--- src/hw/rtl/mrte_pkg.sv ---
`default_nettype none

package mrte_pkg;

    localparam int REG_COUNT  = 32;
    localparam int IDX_W      = 5;
    localparam int REG_ADDR_W = (REG_COUNT > 1) ? $clog2(REG_COUNT) : 1;
    localparam int DATA_W     = 32;

    // command codes
    localparam logic [1:0] CMD_EXEC  = 2'd0;
    localparam logic [1:0] CMD_WRITE = 2'd1;
    localparam logic [1:0] CMD_READ  = 2'd2;

    // R-type function codes
    localparam logic [5:0] FN_SLL  = 6'd0;
    localparam logic [5:0] FN_SRL  = 6'd2;
    localparam logic [5:0] FN_SRA  = 6'd3;
    localparam logic [5:0] FN_JR   = 6'd8;
    localparam logic [5:0] FN_ADD  = 6'd32;
    localparam logic [5:0] FN_ADDU = 6'd33;
    localparam logic [5:0] FN_SUB  = 6'd34;
    localparam logic [5:0] FN_SUBU = 6'd35;
    localparam logic [5:0] FN_AND  = 6'd36;
    localparam logic [5:0] FN_OR   = 6'd37;
    localparam logic [5:0] FN_NOR  = 6'd39;
    localparam logic [5:0] FN_SLT  = 6'd42;
    localparam logic [5:0] FN_SLTU = 6'd43;

    typedef struct packed {
        logic [DATA_W-1:0] result;
        logic              wrote;
        logic              overflow;
        logic              jump;
        logic [DATA_W-1:0] jump_target;
        logic              unknown_op;
    } rsp_t;

    typedef struct packed {
        logic              en;
        logic [IDX_W-1:0]  idx;
        logic [DATA_W-1:0] data;
    } rf_wr_t;

    function automatic logic idx_in_range(input logic [IDX_W-1:0] idx);
        return {1'b0, idx} < (IDX_W + 1)'(REG_COUNT);
    endfunction

endpackage

`default_nettype wire

--- src/hw/rtl/mrte_alu.sv ---
`default_nettype none

module mrte_alu
    import mrte_pkg::*;
(
    input  wire logic [1:0]        cmd,
    input  wire logic [5:0]        func_code,
    input  wire logic [4:0]        shift_amount,
    input  wire logic [DATA_W-1:0] write_value,
    input  wire logic [IDX_W-1:0]  dest,
    input  wire logic [DATA_W-1:0] a,
    input  wire logic [DATA_W-1:0] b,
    output rsp_t                   rsp
);

    logic [DATA_W-1:0] sum;
    logic [DATA_W-1:0] diff;
    logic              dest_ok;

    assign sum     = a + b;
    assign diff    = a - b;
    assign dest_ok = idx_in_range(dest);

    always_comb
    begin
        rsp = '0;
        case (cmd)
            CMD_WRITE:
            begin
                rsp.result = write_value;
                rsp.wrote  = dest_ok;
            end
            CMD_READ:
            begin
                rsp.result = a;
            end
            CMD_EXEC:
            begin
                rsp.wrote = dest_ok;
                case (func_code)
                    FN_JR:
                    begin
                        rsp.wrote       = 1'b0;
                        rsp.jump        = 1'b1;
                        rsp.jump_target = a;
                    end
                    FN_ADD:
                    begin
                        rsp.result   = sum;
                        rsp.overflow = (a[DATA_W-1] ^ sum[DATA_W-1])
                                     & (b[DATA_W-1] ^ sum[DATA_W-1]);
                    end
                    FN_ADDU: rsp.result = sum;
                    FN_SUB:
                    begin
                        rsp.result   = diff;
                        rsp.overflow = (a[DATA_W-1] ^ b[DATA_W-1])
                                     & (a[DATA_W-1] ^ diff[DATA_W-1]);
                    end
                    FN_SUBU: rsp.result = diff;
                    FN_SLL:  rsp.result = b << shift_amount;
                    FN_SRL:  rsp.result = b >> shift_amount;
                    FN_SRA:  rsp.result = DATA_W'($signed(b) >>> shift_amount);
                    FN_AND:  rsp.result = a & b;
                    FN_OR:   rsp.result = a | b;
                    FN_NOR:  rsp.result = ~(a | b);
                    FN_SLT:  rsp.result = DATA_W'($signed(a) < $signed(b));
                    FN_SLTU: rsp.result = DATA_W'(a < b);
                    default:
                    begin
                        rsp.wrote      = 1'b0;
                        rsp.unknown_op = 1'b1;
                    end
                endcase
            end
            default: rsp = '0;
        endcase
    end

endmodule

`default_nettype wire

--- config.mk ---
export PLATFORM = sky130hd
export DESIGN_NAME = mrte_alu
export DESIGN_NICKNAME = d
export VERILOG_FILES = /design/src/hw/rtl/mrte_pkg.sv /design/src/hw/rtl/mrte_alu.sv
export SDC_FILE = /design/constraint.sdc
export NUM_CORES = 1
export LEC_CHECK = 0
export ABC_CLOCK_PERIOD_IN_PS = 8150
export BUFFER_PORTS_ARGS = -buffer_cell sky130_fd_sc_hd__buf_2
export CAP_MARGIN = 30
export CORE_ASPECT_RATIO = 1.25
export CORE_UTILIZATION = 35
export DETAILED_ROUTE_END_ITERATION = 12
export GPL_TIMING_DRIVEN = 0
export SKIP_LAST_GASP = 1
export SLEW_MARGIN = 10
export SYNTH_ARGS = -nofsm -noshare
export SYNTH_HDL_FRONTEND = slang
export SYNTH_SLANG_ARGS = --single-unit
export TNS_END_PERCENT = 30
--- constraint.sdc ---
create_clock -name vclk -period 8.15
set_clock_uncertainty 0.2 [all_clocks]
set_input_delay 1.63 -clock vclk [all_inputs]
set_output_delay 1.63 -clock vclk [all_outputs]
set_load 0.005 [all_outputs]
==> metrics.md <==
| Metric | Value |
|---|---|
| Status | finished clean |
| CTS Hold Buffers Added | 0 |
| Worst IR Drop VDD | 31.5 uV |
| CP endpoint kind | primary output |
| First-pass GRT wire length | 92300 um |
| Max FO, Critical Path | 9 |
| Yosys Warn Count | 0 |
| Mapped Area | 10100 um2 |
| Syn avg cell area | 6.45 um2 |
| Total global-route track usage | 43.1% |
| Startpoint Class | primary input |
| Fin cells | 2097 |
| Slew @ Worst Pin | 1.05 ns |
| Max_cap viols | 0 |
| Post-CTS Setup Inserts | 0 |
| Period utilisation layout | 91.6% |
| Max Freq | 134 MHz |
| Ports | 182 |
| Die Y | 192 um |
| Clock buf count | 0 |
| Hpwl dp | 53900 um |
| Vias in the first global route | 13200 |
| PortBufs | 170 |
| Antenna diode count | 0 |
| Leakage Power | 5.06 nW |
| Initial Util | 35.6% |
| Sequential cell area | 0 um2 |
| Largest net degree at the start of global routing | 11 |
| Relative slew slack | 30.0% |
| Via/cell ratio | 6.75 |
| Placed cells | 2095 |
| Router iterations before antenna repair | 5 |
| DRC | 0 |
| Post-Route WL | 66100 um |
| Initial antenna violation count | 1 |
| Worst min path class | in -> out |
| Commonest non-fill, non-tap cell in the layout | buf_2 |
| Highest metal layer with signal wires | met5 |
| Slew Viols, Final | 0 |
| Antenna Nets Post-Route | 0 |
| Met3 wire len | 5610 um |
| Initial DRC count | 1673 |
| GPL Wtd Cong | 1.05 |
| Final setup fails | 0 |
| Yosys cell types | 83 |
| Nets | 1956 |
| Pwr dens | 70.8 nW/um2 |
| Area Overhead vs Synth | 13.2% |
| Critical path required time | 6.32 ns |
| Leading cell types in the layout, fill and taps excluded | buf_2, nor2_1, a21oi_1, nand2_1, o21ai_0 |
| Hold path cells | 4 |
| Via count | 14200 |
| Setup TNS | 0 ns |
| Core area | 28400 um2 |
| Resized cells post-CTS | 0 |
| Fillers | 3215 |
| Share of cells above drive strength 1 | 15.2% |
| Final min period | 7.46 ns |
| Syn Nets | 1780 |
| Worst EP arrival | 5.63 ns |
| Path type of the worst setup path | in -> out |
| WL met2 | 30300 um |
| Syn Inst Count | 1568 |
| Final Hold Viols | 0 |
| Area of the multi-input gates | 9160 um2 |
| RSZ-0062 raised after global routing | false |
| Sequential cell area fraction in the yosys report | 0% |
| Die width | 154 um |
| Placement row count | 69 |
| Worst Hold End | rsp[38] |
| Die ar. | 29600 um2 |
| Number of flip-flops and latches | 0 |
| Min-delay src | write_value[2] |
| Met1 WL | 24800 um |
| Wire per inst | 31.5 um |
| GRT overflow | 0 |
## report_power, final
| group | switching (W) | internal (W) | total, W |
|---|---|---|---|
| Combinational | 0.000548 | 0.000263 | 0.000812 |
| Sequential | 0 | 0 | 0 |
| Clock | 0 | 0 | 0 |
| Total | 0.000548 | 0.000263 | 0.000812 |
## synthesized netlist by cell type, types with 13 or more instances
cell / n / area, um2
buf_1: 23 / 86.3
o21a_1: 16 / 120
inv_1: 111 / 417
nor2_1: 153 / 574
o21ai_0: 122 / 611
nand3_1: 42 / 210
nor4_1: 14 / 87.6
a22oi_1: 19 / 143
nor2b_1: 14 / 87.6
a21oi_1: 145 / 726
o211ai_1: 27 / 203
nor3_1: 69 / 345
and3_1: 14 / 87.6
a21o_1: 22 / 165
a211oi_1: 35 / 263
ha_1: 96 / 1200
buf_2: 16 / 80.1
a31oi_1: 22 / 138
o21ai_1: 14 / 70.1
a221oi_1: 13 / 114
clkbuf_1: 87 / 327
nand2_1: 143 / 537
xnor2_1: 18 / 158
nand2b_1: 15 / 93.8
o31ai_1: 19 / 143
mux2i_1: 86 / 861
mux2_2: 16 / 180
o22ai_1: 13 / 81.3
mux4_2: 31 / 698
## cell type report
class	instances	share of cell area, %
well taps	355	3.88
plain buffers	130	4.56
multi-input cells	1321	80.0
repair buffers	174	7.76
inverters	117	3.83
## worst max-delay path, stage by stage
cell	delay (ns)
buf_2	0.26
inv_1	0.23
ha_1	0.33
clkbuf_1	0.33
nand2_1	0.26
nor2_1	0.45
nand2_1	0.11
a211oi_1	0.67
o211ai_1	0.33
a221o_1	0.38
o41ai_1	0.43
buf_2	0.21
## kinds of logic after synthesis
family                     Yosys count  synth area share, %
AOI/OAI and AO/OA                  557                 35.9
xor gates and xnor gates            23                 1.99
adders and majority gates           98                 12.3
buffers and inverters              247                 9.51
muxes                              134                 17.3
and+or+nand+nor                    509                 23.1
## metal layers
metal  vias up  global-route usage (%)
li1       6139                       -
met1      6821                    51.4
met2       921                    71.4
met3       273                    5.37
met4         2                    31.7
met5         -                       0
## how the worst max path moves through the flow
stage	start	to	slack [ns]	cells past startpoint
floorplan	a[0]	rsp[56]	2.33	11
global placement	b[16]	rsp[62]	0.85	12
detailed placement	b[16]	rsp[62]	0.90	12
CTS	b[16]	rsp[62]	0.90	12
global route	b[16]	rsp[62]	0.59	12
finish	b[16]	rsp[62]	0.69	12
## per-stage QoR
step	hold WS (ns)	setup slack, ns	utilization, %	instance area (um2)	power, W
final	3.37	0.687	40.3	11500	0.000812
after global placement	3.37	0.845	40.2	11400	0.000777
after floorplan	3.14	2.33	-	10100	0.000473
after CTS	3.37	0.901	40.3	11400	0.000777
after detailed placement	3.36	0.903	40.3	11400	0.000773
after global routing	3.39	0.595	40.3	11500	0.000848
(Power assumes the default switching activity.)
