**config.mk**
```make
export PLATFORM = sky130hd
export DESIGN_NAME = mrte_regfile
export DESIGN_NICKNAME = d
export VERILOG_FILES = /design/src/hw/rtl/mrte_pkg.sv /design/src/hw/rtl/mrte_regfile.sv
export SDC_FILE = /design/constraint.sdc
export NUM_CORES = 1
export LEC_CHECK = 0
export BUFFER_PORTS_ARGS = -buffer_cell sky130_fd_sc_hd__buf_2
export CAP_MARGIN = 40
export CORE_MARGIN = 1.5
export CORE_UTILIZATION = 60
export CTS_BUF_LIST = sky130_fd_sc_hd__clkbuf_16
export DETAILED_ROUTE_END_ITERATION = 12
export PLACE_DENSITY = 0.77
export SYNTH_ARGS = -nofsm -noshare
export SYNTH_HDL_FRONTEND = slang
export SYNTH_SLANG_ARGS = --single-unit
export TNS_END_PERCENT = 100
```
**constraint.sdc**
```tcl
create_clock -name clk -period 2.45 [get_ports clk]
set_input_delay 0.245 -clock clk [delete_from_list [all_inputs] [get_ports clk]]
set_output_delay 0.245 -clock clk [all_outputs]
set_load 0.005 [all_outputs]
```
**src/hw/rtl/mrte_pkg.sv**
```systemverilog
`default_nettype none

package mrte_pkg;

    localparam int REG_COUNT  = 32;
    localparam int IDX_W      = 5;
    localparam int REG_ADDR_W = (REG_COUNT > 1) ? $clog2(REG_COUNT) : 1;
    localparam int DATA_W     = 32;

    // command codes
    localparam logic [1:0] CMD_EXEC  = 2'd0;
    localparam logic [1:0] CMD_WRITE = 2'd1;
    localparam logic [1:0] CMD_READ  = 2'd2;

    // R-type function codes
    localparam logic [5:0] FN_SLL  = 6'd0;
    localparam logic [5:0] FN_SRL  = 6'd2;
    localparam logic [5:0] FN_SRA  = 6'd3;
    localparam logic [5:0] FN_JR   = 6'd8;
    localparam logic [5:0] FN_ADD  = 6'd32;
    localparam logic [5:0] FN_ADDU = 6'd33;
    localparam logic [5:0] FN_SUB  = 6'd34;
    localparam logic [5:0] FN_SUBU = 6'd35;
    localparam logic [5:0] FN_AND  = 6'd36;
    localparam logic [5:0] FN_OR   = 6'd37;
    localparam logic [5:0] FN_NOR  = 6'd39;
    localparam logic [5:0] FN_SLT  = 6'd42;
    localparam logic [5:0] FN_SLTU = 6'd43;

    typedef struct packed {
        logic [DATA_W-1:0] result;
        logic              wrote;
        logic              overflow;
        logic              jump;
        logic [DATA_W-1:0] jump_target;
        logic              unknown_op;
    } rsp_t;

    typedef struct packed {
        logic              en;
        logic [IDX_W-1:0]  idx;
        logic [DATA_W-1:0] data;
    } rf_wr_t;

    function automatic logic idx_in_range(input logic [IDX_W-1:0] idx);
        return {1'b0, idx} < (IDX_W + 1)'(REG_COUNT);
    endfunction

endpackage

`default_nettype wire

```
**src/hw/rtl/mrte_regfile.sv**
```systemverilog
`default_nettype none

module mrte_regfile
    import mrte_pkg::*;
(
    input  wire logic              clk,
    input  wire logic              rst_n,
    input  wire logic              rd_en,
    input  wire logic [IDX_W-1:0]  ra,
    input  wire logic [IDX_W-1:0]  rb,
    input  wire rf_wr_t            wr,
    output logic      [DATA_W-1:0] rdata_a,
    output logic      [DATA_W-1:0] rdata_b
);

    logic [DATA_W-1:0]    mem [REG_COUNT];
    logic [REG_COUNT-1:0] valid_reg;

    logic [DATA_W-1:0] mem_a_reg;
    logic [DATA_W-1:0] mem_b_reg;
    logic [DATA_W-1:0] byp_data_reg;
    logic              byp_a_reg;
    logic              byp_b_reg;
    logic              hit_a_reg;
    logic              hit_b_reg;

    logic [REG_ADDR_W-1:0] ra_addr;
    logic [REG_ADDR_W-1:0] rb_addr;
    logic [REG_ADDR_W-1:0] wa_addr;
    logic                  wr_ok;

    assign ra_addr = ra[REG_ADDR_W-1:0];
    assign rb_addr = rb[REG_ADDR_W-1:0];
    assign wa_addr = wr.idx[REG_ADDR_W-1:0];
    assign wr_ok   = wr.en && idx_in_range(wr.idx);

    always_ff @(posedge clk)
    begin
        if (wr_ok)
        begin
            mem[wa_addr] <= wr.data;
        end
    end

    always_ff @(posedge clk or negedge rst_n)
    begin
        if (!rst_n)
        begin
            valid_reg <= '0;
        end
        else if (wr_ok)
        begin
            valid_reg[wa_addr] <= 1'b1;
        end
    end

    always_ff @(posedge clk)
    begin
        if (rd_en)
        begin
            mem_a_reg    <= mem[ra_addr];
            mem_b_reg    <= mem[rb_addr];
            byp_data_reg <= wr.data;
        end
    end

    // write in the same cycle as the read wins over the array contents
    always_ff @(posedge clk or negedge rst_n)
    begin
        if (!rst_n)
        begin
            byp_a_reg <= 1'b0;
            byp_b_reg <= 1'b0;
            hit_a_reg <= 1'b0;
            hit_b_reg <= 1'b0;
        end
        else if (rd_en)
        begin
            byp_a_reg <= wr_ok && (wr.idx == ra);
            byp_b_reg <= wr_ok && (wr.idx == rb);
            hit_a_reg <= idx_in_range(ra) && valid_reg[ra_addr];
            hit_b_reg <= idx_in_range(rb) && valid_reg[rb_addr];
        end
    end

    always_comb
    begin
        if (byp_a_reg)
            rdata_a = byp_data_reg;
        else if (hit_a_reg)
            rdata_a = mem_a_reg;
        else
            rdata_a = '0;

        if (byp_b_reg)
            rdata_b = byp_data_reg;
        else if (hit_b_reg)
            rdata_b = mem_b_reg;
        else
            rdata_b = '0;
    end

endmodule

`default_nettype wire

```
==> impl_metrics.ini <==
[clocking]
clock_latency_ns = 0.70
cts_root_buf = clkbuf_16
tritoncts = yes
cts_buffers = 114
htreeDepth = 3
clk_pin_slew_ns = 0.07
clockBufferDepth = 3
clkSinkCount = 1156

[layout]
drive_gt1_frac = 0.476
nNetsFinal = 2589
largest_register = mem
largest_reg_flops = 1024
area_delta_synth_final_pct = 15.4
final_core_util = 0.703
final_area_sq_mm = 0.0602

[logic_synthesis]
synthAdderAreaFrac = 0
synth-seq-cells = 1156
synth_edf_count = 1120
synth.most_common_cell = edfxtp_1
syn_nets = 2335
synth_cell_type_count = 34
synth_top_family_by_area = multiplexers
synth-simple-area-share = 0.0111
mappedNetlistArea_sq_mm = 0.0522
synth_top_area_share = 0.645
ys_seq_area_frac = 0.662
yosysWarnings = 0
synth_compound_area_frac = 0.0138
syn_area_per_cell_sq_um = 22.8
synthFlopType = edfxtp_1
yosys.area.top_type = edfxtp_1
synth_area_leaders = edfxtp_1 64%, mux4_2 28%, dfrtp_1 1.7%
synth_cells = 2284
synth_common_cells = 1,120 x edfxtp_1, 640 x mux4_2, 83 x clkbuf_1
synth-xor-area-share = 0.00117
async_flop_share = 0.0311
synthMuxAreaShare = 0.296

[grt]
grt_max_degree = 51
antenna_found_initial = 9
grt_pass1_wl_mm = 212
grt_pass1_vias = 29689
grt_usage = 0.340
grt-ovfl-total = 0

[detailed_routing]
avgRoutedWirePerCell_um = 38.8
wl_mm = 147
drcViolationCount = 0
antenna_left = 0
drtPass1Iterations = 6
viasPerCell = 7.54
dr.first_iter.drc_count = 4399
vias = 28532

[setup_path]
r2r_slack_ns = 0.42
path_class = reg -> out
regToRegStartpoint = mem[23][22]
arrival_ns = 2.19
cp-start-kind = flip-flop
cp_max_fo = 23
timing.rr.end = mem_a_reg[22]
end_kind = primary output
required_ns = 2.20
rr_worst_depth = 3

[pwr]
combPwrFrac = 0.094
p_clk_frac = 0.393
leakage_nw = 19.6
switching_power_mw = 9.84
pwr-share-seq = 0.513
ir_drop_uv = 795
power_density_mw_per_mm2 = 729
p_sw_frac = 0.224
p_total_mw = 43.9
intPower_mw = 34.1

[hold_path]
hold_end = mem[7][19]
worstHoldPathCells = 1
hp-start = wr[19]
hp-class = in -> reg

[sta]
period_share = 0.993
tns_ns = 0
fin_skew_ns = 0.0238
final_max_slew_viol_count = 0
timing.final.crit_period_ns = 2.43
final_hold_viol_count = 0
fin_ws_ns = 0.0167
tightest_slew_ns = 0.715
grt_setup_unrepaired = no
max_freq_ghz = 0.411
setup_violations = 0
relSlewSlack = 0.523

[job]
drv_cap = 0

[floorplanning]
die_h_um = 298
die-area_sq_mm = 0.0887
row_count = 107
core_sq_mm = 0.0857
initial_utilization = 0.609
die_w_um = 298
ios = 115

[placed_design]
io_buffers = 114
place_area_sq_mm = 0.0564
post-place-ws_ns = -0.00927
dp_hpwl_mm = 84.1
gp_congestion = 0.897

[run_status]
status = completed
==> power by group through the flow <==
stage               sequential, mW  combinational (mW)  clock, mW
floorplan                     22.8                2.43          0
global placement              22.9                3.95          0
detailed placement            22.9                4.05          0
CTS                           22.5                4.09       17.4
global route                  22.5                4.30       18.1
finish                        22.5                4.13       17.3
==> cells by family after synthesis <==
| logic type | after synthesis |
|---|---|
| AOI/OAI and AO/OA | 88 |
| xor gates and xnor gates | 7 |
| buffers and inverters | 181 |
| DFF | 1156 |
| muxes | 736 |
| and+or+nand+nor | 116 |
==> routing by layer <==
metal  track usage  part of all wire  up-vias
li1              -                 -    10704
met1         0.457              0.34    15056
met2         0.540              0.49     2347
met3        0.0853              0.13      417
met4         0.148             0.045        8
met5             0           0.00033        -
==> what timing repair did <==
item | in CTS | in global routing
gates resized for setup | 5 | 5
hold buffers | 4 | 1
hold endpoints to repair | 37 | 1
endpoints found under the setup margin | 4 | 5
buffers inserted | 0 | 0
==> metrics by stage <==
| stage | hold WS, ns | std cells |
|---|---|---|
| after floorplan | -0.0506 | 2284 |
| after global placement | 0.372 | 3560 |
| after detailed placement | 0.401 | 3560 |
| after CTS | 0.0247 | 3777 |
| after global routing | 0.0702 | 3784 |
| final | 0.0561 | 3784 |
==> cell usage in the layout, fill, tap and decap left out, types with 7 or more instances in the layout <==
cell / n
a22o_1: 56
mux2i_1: 32
or2_2: 32
buf_4: 94
nor2_4: 32
clkinv_2: 20
mux4_2: 640
inv_1: 31
clkbuf_16: 120
nand2_1: 15
buf_2: 105
edfxtp_1: 1120
bufinv_16: 9
dfrtp_1: 34
clkinv_1: 23
buf_12: 103
clkinv_4: 7
nand3_1: 10
mux2_2: 64
==> layout make-up <==
cell class / instances / area (sq um)
sequential: 1156 / 34500
inverter: 6 / 22.5
tap: 1144 / 1430
timing repair buffer: 313 / 3430
multi-input combinational: 947 / 17100
clock buffer: 120 / 3000
clock inverter: 93 / 711
antenna: 5 / 12.5
fill: 4919 / 25400
==> worst max-delay path, stage by stage (launching register included) <==
cell and delay, ns:
dfrtp_4 0.60, nor2b_4 0.18, buf_12 0.22, a22o_1 0.31, buf_2 0.17
==> worst max-delay path by stage <==
stage / slack [ns] / end / cells past startpoint / from
2_1_floorplan: -0.21 / mem[10][0] / 3 / wr[36]
3_3_place_gp: 0.02 / mem_a_reg[24] / 6 / ra[0]
3_5_place_dp: -0.009 / mem_a_reg[4] / 6 / ra[0]
4_1_cts: 0.01 / rdata_a[18] / 4 / byp_a_reg
5_1_grt: 0.01 / rdata_b[24] / 4 / byp_b_reg
6_report: 0.02 / rdata_a[12] / 4 / byp_a_reg
No activity file was read; power rests on OpenSTA's default activity.
